## src/hw/rtl/swtm_pkg.sv

```systemverilog
// Shared types and constants for the sliding-window trimmed mean.
// No dependencies; imported by every module of the block.
`default_nettype none
package swtm_pkg;
  localparam int WinDepth   = 30;
  localparam int CntW       = $clog2(WinDepth + 1);
  localparam int SampleW    = 25;
  localparam int PeriodW    = 17;
  localparam int SumW       = SampleW + $clog2(WinDepth + 1);
  localparam int DivCntW    = $clog2(SumW);
  localparam logic [PeriodW-1:0] PeriodReset = PeriodW'(16667);

  typedef logic signed [SampleW-1:0] sample_t;

  // One command to all cells at once.
  typedef struct packed {
    logic    del;
    logic    ins;
    sample_t old_val;
    sample_t new_val;
  } cell_cmd_t;

  // floor(n/3) by comparison against multiples of three.
  function automatic logic [CntW-1:0] third(input logic [CntW-1:0] n);
    logic [CntW-1:0] d;
    d = '0;
    for (int k = 1; k <= WinDepth / 3; k++) begin
      if (int'(n) >= 3 * k) d = CntW'(k);
    end
    return d;
  endfunction
endpackage
`default_nettype wire

```

## src/hw/rtl/swtm_cell.sv

```systemverilog
// One cell of the window: a tap of the age chain and a slot of the sorted row.
// Depends on swtm_pkg.
`default_nettype none
module swtm_cell (
  input  wire                   clk,
  input  swtm_pkg::cell_cmd_t   cmd,
  input  wire                   win,
  input  swtm_pkg::sample_t     ring_prev,
  input  swtm_pkg::sample_t     srt_prev,
  input  swtm_pkg::sample_t     srt_next,
  input  wire                   gt_prev,
  output swtm_pkg::sample_t     ring_q,
  output swtm_pkg::sample_t     srt_q,
  output logic                  gt
);
  import swtm_pkg::*;

  sample_t ring_r, srt_r, srt_nxt;
  logic    gone;

  assign gone   = win && (srt_r >= cmd.old_val);
  assign gt     = !win || (srt_r > cmd.new_val);
  assign ring_q = ring_r;
  assign srt_q  = srt_r;

  always_comb begin
    srt_nxt = srt_r;
    if (cmd.del && gone) srt_nxt = srt_next;          // close the gap
    else if (cmd.ins && gt) srt_nxt = gt_prev ? srt_prev : cmd.new_val;
  end

  always_ff @(posedge clk) begin
    srt_r <= srt_nxt;
    if (cmd.ins) ring_r <= ring_prev;                 // advance age chain
  end
endmodule
`default_nettype wire

```

## config.mk

```make
export PLATFORM = sky130hd
export DESIGN_NAME = swtm_cell
export DESIGN_NICKNAME = d
export VERILOG_FILES = /design/src/hw/rtl/swtm_pkg.sv /design/src/hw/rtl/swtm_cell.sv
export SDC_FILE = /design/constraint.sdc
export NUM_CORES = 1
export LEC_CHECK = 0
export BUFFER_PORTS_ARGS = -buffer_cell sky130_fd_sc_hd__buf_2
export CORE_UTILIZATION = 46
export CTS_CLUSTER_DIAMETER = 100
export DETAILED_ROUTE_END_ITERATION = 8
export GPL_ROUTABILITY_DRIVEN = 0
export GPL_TIMING_DRIVEN = 0
export PLACE_DENSITY = 0.81
export REMOVE_ABC_BUFFERS = 1
export SLEW_MARGIN = 20
export SYNTH_ARGS = -nofsm -noshare
export SYNTH_HDL_FRONTEND = slang
export SYNTH_SLANG_ARGS = --single-unit
```

## constraint.sdc

```tcl
create_clock -name clk -period 3.6 [get_ports clk]
set_input_delay 0.18 -clock clk [delete_from_list [all_inputs] [get_ports clk]]
set_output_delay 0.18 -clock clk [all_outputs]
set_load 0.005 [all_outputs]
```

==> results_dict.tcl <==
set metrics [dict create \
    cp_cell_sequence "ha_1 > a21oi_1 > a21boi_1 > o311ai_1 > nand3_2 > o2111ai_4 > o211ai_1 > buf_4 > buf_4" \
    die_y_um 88.8 \
    critPathMaxFanout 15 \
    detail_route.vias_per_cell 4.92 \
    final_util_pct 63.2 \
    slowest_delay_ns 0.64 \
    reg2reg_depth 9 \
    placedCellCount 588 \
    synthCells 311 \
    setup_ws_ns 0.281 \
    first_iter_violations 91 \
    r2r-end "srt_q[1]$_DFFE_PP_" \
    path_class "register to register" \
    internal_power_w 0.00118 \
    wl_per_cell_um 14.5 \
    met1_length_um 3710 \
    synthDistinctLibCells 34 \
    seq_area_frac_synth_pct 43.3 \
    cp-start-kind "register" \
    clock-sinks 50 \
    power.net_switching_w 0.000540 \
    clockRootBuffer "clkbuf_8" \
    dpl_cell_area_um2 4490 \
    boundaryPins 181 \
    antenna_found_initial 0 \
    p_seq_share_pct 46.1 \
    run_status "finished clean" \
    coreArea_um2 7250 \
    cp.required_ns 3.68 \
    avgSynthCellArea_um2 11.2 \
    htreeDepth 2 \
    critPathLaunch "srt_q[3]$_DFFE_PP_" \
    max_cap_viol_count 0 \
    holdBufCountCts 0 \
    die_x_um 88.8 \
    row_count 31 \
    first_global_vias 2806 \
    setup_violations 0 \
    hpwl_um 7060 \
    antenna_left 0 \
    fin_skew_ns 0.0110 \
    nNetsFinal 676 \
    min_from "ring_prev[10]" \
    synth_seq_cells 50 \
    slew_violations 0 \
    wl_met3_um 401 \
    swShare_pct 31.4 \
    design_area_um2 4580 \
    hold_slack_ns 0.0460 \
    drive_gt1_share_pct 45.1 \
    max_freq_mhz 301 \
    totalWireLength_um 8650 \
    worstMarginPinSlew_ns 0.761 \
    start_util_pct 47.8 \
    min_path_type "input pin to register" \
    clockPowerShare_pct 19.6 \
    insertion_delay_ns 0.31 \
    hold_end "ring_q[10]$_DFFE_PP_" \
    grt_pass1_wl_um 12900 \
    synth_warnings 0 \
    grt_max_degree 50 \
    vias 2935 \
    die_area_um2 7890 \
    relSlewSlack_pct 49.2 \
    cp_slowest_cell "o2111ai_4" \
    cpMostUsedCell "buf_4" \
    endpoint_kind "register" \
    reg2reg_slack_ns 0.28 \
    cts_tree "done" \
    top_layer "met4" \
    wl_met2_um 4410 \
    hold_viol_final 0 \
    combPwrFrac_pct 34.3 \
    min_path_cells 1 \
    n_antenna_cell 0 \
    syn_area_um2 3470 \
    timing.final.crit_share_pct 92.2 \
    grt_use_total_pct 21.6 \
    route.detailed.drc 0 \
    p_leak_nw 2.41 \
    pre_cts_ws_ns 0.220 \
    crit_arrival_ns 3.40 \
    p_per_area_nw_per_um2 375 \
    rr_startpoint "srt_q[3]$_DFFE_PP_" \
    clk_pin_slew_ns 0.09 \
    area_growth_pct 32.1 \
    rsz0062_at_grt "no" \
    grt_overflow 0 \
    ir_worst_vdd_uv 254 \
    portBuffers 180 \
    cts_resized 0 \
    min_period_ns 3.32 \
    clock_path_buffers 2 \
    stdcell_count 596 \
    cts_setup_buffers 0 \
    dr.pass1.iters 5 \
    cts-buffers-inserted 5 \
]
## critical path: cells and delay by family, from the launching register on
family	cells	cell delay (ns)
AOI/OAI and AO/OA	5	1.72
buffers and inverters	2	0.46
DFF	1	0.43
adders and majority gates	1	0.33
and+or+nand+nor	1	0.15
## synth_stat cells
cell       count  area, um^2
a21o_1         3        22.5
nand3_1        7        35.0
o211ai_1       1        7.51
o311ai_1       1        8.76
nand3_2        1        10.0
nor4_1         1        6.26
ha_1          50         626
and4_1         4        35.0
mux2_4        19         285
a2111oi_2      1        15.0
nand4_2        1        12.5
a21boi_1       1        7.51
a211oi_1       1        7.51
o21ai_1        1        5.00
a211oi_4       1        20.0
o21a_1         1        7.51
o2111ai_4      1        26.3
nand2_1       37         139
o21bai_1       2        15.0
nor2_1         3        11.3
edfxtp_1      50        1500
nand4_1        3        18.8
a21oi_1       19        95.1
o221ai_1       1        8.76
and3_1         3        18.8
and4bb_1       1        12.5
nand2b_1       1        6.26
nor4b_2        1        15.0
mux2_2         7        78.8
o21ai_0       29         145
buf_12         2        40.0
inv_1         50         188
a221o_1        2        20.0
clkbuf_1       5        18.8
## metal layers
layer	track usage (%)	vias up
li1	-	1490
met5	0	-
met4	5.57	0
met1	26.6	1334
met2	39.5	102
met3	3.26	9
## worst max-delay path by stage
stage	slack, ns	cells after the start	to
after floorplan	0.11	7	srt_q[0]$_DFFE_PP_
after global placement	-1.04	7	srt_q[1]$_DFFE_PP_
after detailed placement	0.22	9	srt_q[1]$_DFFE_PP_
after CTS	0.18	9	srt_q[1]$_DFFE_PP_
after global routing	0.02	9	srt_q[1]$_DFFE_PP_
final	0.28	9	srt_q[1]$_DFFE_PP_
## layout make-up
type / instances / area (um^2)
multi-input combinational: 204 / 1720
fill: 601 / 2670
clock inverter: 3 / 20.0
tap: 99 / 124
inverter: 50 / 188
timing repair buffer: 185 / 958
clock buffer: 5 / 68.8
sequential: 50 / 1500
## sequential cells by signal (all words and copies together), names as in the netlist
register	count
srt_q	25
ring_q	25
## through the flow
step | total power [W] | TNS (ns)
2_1_floorplan | 0.00113 | 0
3_3_place_gp | 0.00135 | -25.88
3_5_place_dp | 0.00139 | 0
4_1_cts | 0.00173 | 0
5_1_grt | 0.00183 | 0
6_report | 0.00172 | 0
## cell usage in the layout, fill, tap and decap left out, drive strengths merged
master / netlist / routed
a2111oi: 1 / 1
a211oi: 2 / 2
a21boi: 1 / 1
a21o: 3 / 3
a21oi: 19 / 19
a221o: 2 / 2
and3: 3 / 3
and4: 4 / 4
and4bb: 1 / 1
buf: 2 / 185
clkbuf: 5 / 5
clkinv: 0 / 1
clkinvlp: 0 / 1
edfxtp: 50 / 50
ha: 50 / 50
inv: 50 / 51
mux2: 26 / 26
nand2: 37 / 37
nand2b: 1 / 1
nand3: 8 / 8
nand4: 4 / 4
nor2: 3 / 3
nor4: 1 / 1
nor4b: 1 / 1
o2111ai: 1 / 1
o211ai: 1 / 1
o21a: 1 / 1
o21ai: 30 / 30
o21bai: 2 / 2
o221ai: 1 / 1
o311ai: 1 / 1
## power by group through the flow
stage | clock (W) | combinational (W) | sequential [W]
global route | 0.000369 | 0.000664 | 0.000801
finish | 0.000337 | 0.000590 | 0.000791
CTS | 0.000350 | 0.000594 | 0.000791
global placement | 0 | 0.000547 | 0.000805
detailed placement | 0 | 0.000591 | 0.000804
floorplan | 0 | 0.000319 | 0.000807
## logic make-up (layout without fill, tap and decap cells)
| family | after synthesis | in the layout | share of synthesized area [%] |
|---|---|---|---|
| compound gates | 65 | 65 | 11.9 |
| simple gates | 63 | 63 | 9.23 |
| buf+inv | 57 | 243 | 7.10 |
| fa+ha+maj | 50 | 50 | 18.0 |
| flops | 50 | 50 | 43.3 |
| mux | 26 | 26 | 10.5 |
Power figures use the tool's default switching activity.
