## config.mk

```make
export PLATFORM = sky130hd
export DESIGN_NAME = swtm_div
export DESIGN_NICKNAME = d
export VERILOG_FILES = /design/src/hw/rtl/swtm_pkg.sv /design/src/hw/rtl/swtm_div.sv
export SDC_FILE = /design/constraint.sdc
export NUM_CORES = 1
export LEC_CHECK = 0
export BUFFER_PORTS_ARGS = -buffer_cell sky130_fd_sc_hd__buf_4
export CAP_MARGIN = 20
export CELL_PAD_IN_SITES_DETAIL_PLACEMENT = 0
export CELL_PAD_IN_SITES_GLOBAL_PLACEMENT = 1
export CORE_AREA = 2 2 79 81
export CTS_BUF_LIST = sky130_fd_sc_hd__clkbuf_4
export DETAILED_ROUTE_END_ITERATION = 8
export DIE_AREA = 0 0 81 83
export PLACE_DENSITY_LB_ADDON = 0.1
export SYNTH_ARGS = -nofsm -noshare
export SYNTH_HDL_FRONTEND = slang
export SYNTH_SLANG_ARGS = --single-unit
export TNS_END_PERCENT = 30
```

## constraint.sdc

```tcl
create_clock -name clk -period 2.1 [get_ports clk]
set_input_delay 0.315 -clock clk [delete_from_list [all_inputs] [get_ports clk]]
set_output_delay 0.315 -clock clk [all_outputs]
set_load 0.02 [all_outputs]
```

## src/hw/rtl/swtm_pkg.sv

```systemverilog
// Shared types and constants for the sliding-window trimmed mean.
// No dependencies; imported by every module of the block.
`default_nettype none
package swtm_pkg;
  localparam int WinDepth   = 30;
  localparam int CntW       = $clog2(WinDepth + 1);
  localparam int SampleW    = 25;
  localparam int PeriodW    = 17;
  localparam int SumW       = SampleW + $clog2(WinDepth + 1);
  localparam int DivCntW    = $clog2(SumW);
  localparam logic [PeriodW-1:0] PeriodReset = PeriodW'(16667);

  typedef logic signed [SampleW-1:0] sample_t;

  // One command to all cells at once.
  typedef struct packed {
    logic    del;
    logic    ins;
    sample_t old_val;
    sample_t new_val;
  } cell_cmd_t;

  // floor(n/3) by comparison against multiples of three.
  function automatic logic [CntW-1:0] third(input logic [CntW-1:0] n);
    logic [CntW-1:0] d;
    d = '0;
    for (int k = 1; k <= WinDepth / 3; k++) begin
      if (int'(n) >= 3 * k) d = CntW'(k);
    end
    return d;
  endfunction
endpackage
`default_nettype wire

```

## src/hw/rtl/swtm_div.sv

```systemverilog
// Restoring divider, one quotient bit per cycle, unsigned operands.
// Depends on swtm_pkg.
`default_nettype none
module swtm_div (
  input  wire                      clk,
  input  wire                      rst_n,
  input  wire                      start,
  input  wire [swtm_pkg::SumW-1:0] dividend,
  input  wire [swtm_pkg::CntW-1:0] divisor,
  output logic                     done,
  output logic [swtm_pkg::SumW-1:0] quotient
);
  import swtm_pkg::*;

  logic              busy_r, done_r;
  logic [DivCntW-1:0] cnt_r;
  logic [SumW-1:0]   q_r;
  logic [CntW:0]     rem_r, trial;
  logic [CntW-1:0]   dsr_r;

  assign trial    = {rem_r[CntW-1:0], q_r[SumW-1]};
  assign done     = done_r;
  assign quotient = q_r;

  always_ff @(posedge clk) begin
    if (!rst_n) begin
      busy_r <= 1'b0;
      done_r <= 1'b0;
    end else begin
      done_r <= 1'b0;
      if (start) begin
        busy_r <= 1'b1;
        cnt_r  <= '0;
        rem_r  <= '0;
        q_r    <= dividend;
        dsr_r  <= divisor;
      end else if (busy_r) begin
        if (trial >= {1'b0, dsr_r}) begin
          rem_r <= trial - {1'b0, dsr_r};
          q_r   <= {q_r[SumW-2:0], 1'b1};
        end else begin
          rem_r <= trial;
          q_r   <= {q_r[SumW-2:0], 1'b0};
        end
        cnt_r <= cnt_r + 1'b1;
        if (cnt_r == DivCntW'(SumW - 1)) begin
          busy_r <= 1'b0;
          done_r <= 1'b1;
        end
      end
    end
  end
endmodule
`default_nettype wire

```

==> metrics.md <==
| Metric | Value |
|---|---|
| Result of the run | complete, no violations |
| Worst vdd ir | 0.3150 mV |
| Slew Limit Fails | 0 |
| Syn avg cell area | 14.96 sq um |
| Share of the synthesized area in the top cell type | 61.86% |
| Critical-path maximum fanout | 6 |
| Final weighted congestion in routability-driven placement | 0.7599 |
| RR Startpoint | quotient[29]$_DFFE_PP_ |
| Share of the synthesized netlist area taken by xor and xnor gates | 1.604% |
| Number of port buffers | 68 |
| Fraction of final layout cells with drive strength greater than 1 | 55.96% |
| Proportion of synthesized area in mux cells | 14.95% |
| Height of the die | 83 um |
| Total Die Area | 6723 sq um |
| Critical-path cell with the highest stage delay | sky130_fd_sc_hd__edfxtp_1 |
| Top cell types by occurrence after synthesis | sky130_fd_sc_hd__edfxtp_1 (45), sky130_fd_sc_hd__mux2_2 (29), sky130_fd_sc_hd__nor2_1 (10) |
| Number of buffer and inverter instances along the worst setup path | 2 |
| H-tree levels | 2 |
| Crit end category | register |
| Cell chosen for the clock root | sky130_fd_sc_hd__clkbuf_4 |
| Worst slew pin tran | 547.3 ps |
| Effective utilization at floorplan | 37.56% |
| Power Dens Cells | 719.7 nW/um^2 |
| Post-synth EDFFs | 45 |
| Post-detailed-route wirelength per cell | 14.78 um |
| Cell-by-cell trace of the critical path | inv_2 -> ha_1 -> inv_1 -> fa_2 -> a21o_4 -> a31o_4 -> o21ai_2 -> o41ai_2 |
| Number of clock sinks | 47 |
| Number of nets in the layout | 264 |
| Path depth of the worst reg2reg path | 8 |
| Synth Area in Adders | 4.926% |
| Depth of the worst hold-timing path | 1 |
| GR peak layer | met2 |
| Count of maximum capacitance violations | 0 |
| #FFs+latches synth | 47 |
| Final setup skew | 7.957 ps |
| TritonCTS Buffers | 5 |
| Clock-pin transition on the worst setup and hold timing paths | 140 ps |
| Crit-path leading delay family | compound AO/OA/AOI/OAI gates |
| Proportion of synthesized flip-flops having asynchronous set or reset | 0% |
| First drt pass iteration count | 4 |
| Area leader, netlist | sky130_fd_sc_hd__edfxtp_1 |
| Reg area | 1391 sq um |
| Unique cell type count in the Yosys netlist | 31 |
| Number of antenna violations at the first check in global routing | 0 |
| Final clock period utilization by the worst path | 97.04% |
| Total area of multi-input combinational cells | 797.0 sq um |
| Count of yosys warnings during synthesis | 0 |
| Nature of the critical path startpoint | register |
| GR Util All Layers | 14.07% |
| Core area | 5816 sq um |
| Setup repair after global routing missed its margin | true |
| Mapped Area | 2185 sq um |
| Arrival time at the worst endpoint | 2140 ps |
| Largest stage delay on the critical path | 430 ps |
| I/O pin cnt | 69 |
| Area fraction in compound gates after synthesis | 6.186% |
| Number of hold violations in the final report | 0 |
| Aggregate global routing overflow | 0 |
| Wire length of the first global-routing pass | 7.314 mm |
| DIE WIDTH | 81 um |
| Post-synthesis simple-gate area fraction | 6.186% |
| Number of rows in the core area | 28 |
| N_diodes | 0 |
| Number of design-rule violations left by the first detailed-router iteration | 49 |
| Average vias per placed instance | 4.802 |
| Largest buffer count on any clock path | 2 |
| Worst-case headroom to the max-slew limit | 63.51% |
| Fraction of the yosys area taken by sequential cells | 63.69% |
| Final Util | 50.30% |
| Cell with the most instances after synthesis | sky130_fd_sc_hd__edfxtp_1 |
| Worst EP required | 2200 ps |
| Total setup violations reported at the end of the flow | 0 |
| Met3 usage in global routing | 5.978% |
| Worst Min Path Start | divisor[1] |
| Area added between synthesis and finish | 33.91% |
| Overall via count from detail_route | 1407 |
| Pin count of the biggest net entering global routing | 47 |
| Remaining design rule violation count | 0 |
| Clock latency reported for the late side of the worst-skew pair | 350 ps |
| Top cells by area in the synthesized netlist | sky130_fd_sc_hd__edfxtp_1 (62%), sky130_fd_sc_hd__mux2_2 (15%), sky130_fd_sc_hd__ha_1 (4.0%) |
| Cell count after synthesis | 146 |
| Post-layout minimum cycle time | 2038 ps |
| Antenna Violating Nets Remaining | 0 |
| Vias in the first global route | 1489 |
| Main combinational cell family by area after synthesis | multiplexers |
| Worst reg2reg path endpoint | rem_r[0]$_SDFFCE_PP0P_ |
| Total leakage power | 0.001151 uW |
| Synthesized net count | 192 |
| Global routing met2 resource utilization | 20.29% |
| CTS tree | done |
| Power, Total | 2105 uW |
| Min-delay worst type | input pin to register |
| Primary FF master, synth | sky130_fd_sc_hd__edfxtp_1 |
| Layout fillers | 554 |
| Post-Route WL | 4.332 mm |
| Worst setup path category | register to register |
| Slack of the worst reg-to-reg path | 60 ps |
| Met1 Resource Use GR | 18.89% |
| Worst Hold Endpoint | dsr_r[1]$_DFFE_PP_ |
| Hpwl dp | 2.997 mm |
| Maximum frequency from static timing analysis | 490.7 MHz |
power by group:
part	internal (uW)	switching [uW]	leakage [uW]
Clock	244	286	0.0000373
Combinational	211	219	0.000667
Sequential	1110	34.9	0.000446
routing by layer:
layer,vias up,share of wire [%]
li1,695,-
met2,50,47
met5,-,0
met1,660,45
met3,2,7.7
met4,0,0.67
cell type report:
type | count | area share [%]
inverter | 8 | 1.027
sequential | 47 | 47.56
clock buffer | 5 | 1.283
multi-input combinational | 86 | 27.25
tap | 75 | 3.208
clock inverter | 2 | 1.283
timing repair buffer | 70 | 18.39
metrics by stage:
stage	instances	TNS (ps)	hold slack (ps)	setup WS, ps	cell area, sq um
floorplan	146	0	413.9	10.24	2193
global placement	285	0	429.3	65.45	2795
detailed placement	285	0	435.5	8.148	2795
CTS	292	-4.560	105.0	-4.560	2875
global route	293	-113.8	88.55	-27.35	2925
finish	293	0	131.8	62.24	2925
sequential cells by signal (all words and copies together), names as in the netlist:
register / count
rem_r: 5
dsr_r: 5
quotient: 30
done: 1
busy_r: 1
cnt_r: 5
cell usage in the layout (no fill, tap or decap), types with 2 or more instances in the layout:
cell type / n
sky130_fd_sc_hd__buf_4: 69
sky130_fd_sc_hd__edfxtp_1: 45
sky130_fd_sc_hd__mux2_2: 29
sky130_fd_sc_hd__nor2_1: 10
sky130_fd_sc_hd__inv_1: 7
sky130_fd_sc_hd__ha_1: 7
sky130_fd_sc_hd__clkbuf_4: 5
sky130_fd_sc_hd__a21oi_1: 4
sky130_fd_sc_hd__o21ai_2: 3
sky130_fd_sc_hd__nor3_1: 3
sky130_fd_sc_hd__nand3_1: 3
sky130_fd_sc_hd__xor2_1: 3
sky130_fd_sc_hd__nand2_1: 2
sky130_fd_sc_hd__and2_1: 2
sky130_fd_sc_hd__nor3_2: 2
sky130_fd_sc_hd__o21a_1: 2
sky130_fd_sc_hd__dfxtp_1: 2
what timing repair did:
action                     4_1_cts  5_1_grt
pin swaps                        0        2
buffers inserted                 0        1
hold buffers                     0        0
gates resized for setup          1        9
setup endpoints to repair        1        6
kinds of logic (layout without fill, tap and decap cells):
kind of cell | Yosys count | count (layout)
AOI/OAI and AO/OA | 18 | 18
xor gates and xnor gates | 4 | 4
adders and majority gates | 8 | 8
buffers and inverters | 13 | 85
DFF | 47 | 47
muxes | 29 | 29
and+or+nand+nor | 27 | 27
worst max-delay path by stage:
| stage | from | end | slack (ps) | cells past startpoint |
|---|---|---|---|---|
| 2_1_floorplan | quotient[29]$_DFFE_PP_ | rem_r[0]$_SDFFCE_PP0P_ | 10 | 8 |
| 3_3_place_gp | quotient[29]$_DFFE_PP_ | rem_r[0]$_SDFFCE_PP0P_ | 70 | 8 |
| 3_5_place_dp | quotient[29]$_DFFE_PP_ | rem_r[4]$_SDFFCE_PP0P_ | 8 | 7 |
| 4_1_cts | quotient[29]$_DFFE_PP_ | rem_r[1]$_SDFFCE_PP0P_ | -5 | 8 |
| 5_1_grt | quotient[29]$_DFFE_PP_ | rem_r[2]$_SDFFCE_PP0P_ | -30 | 8 |
| 6_report | quotient[29]$_DFFE_PP_ | rem_r[0]$_SDFFCE_PP0P_ | 60 | 8 |
Power figures use the tool's default switching activity.
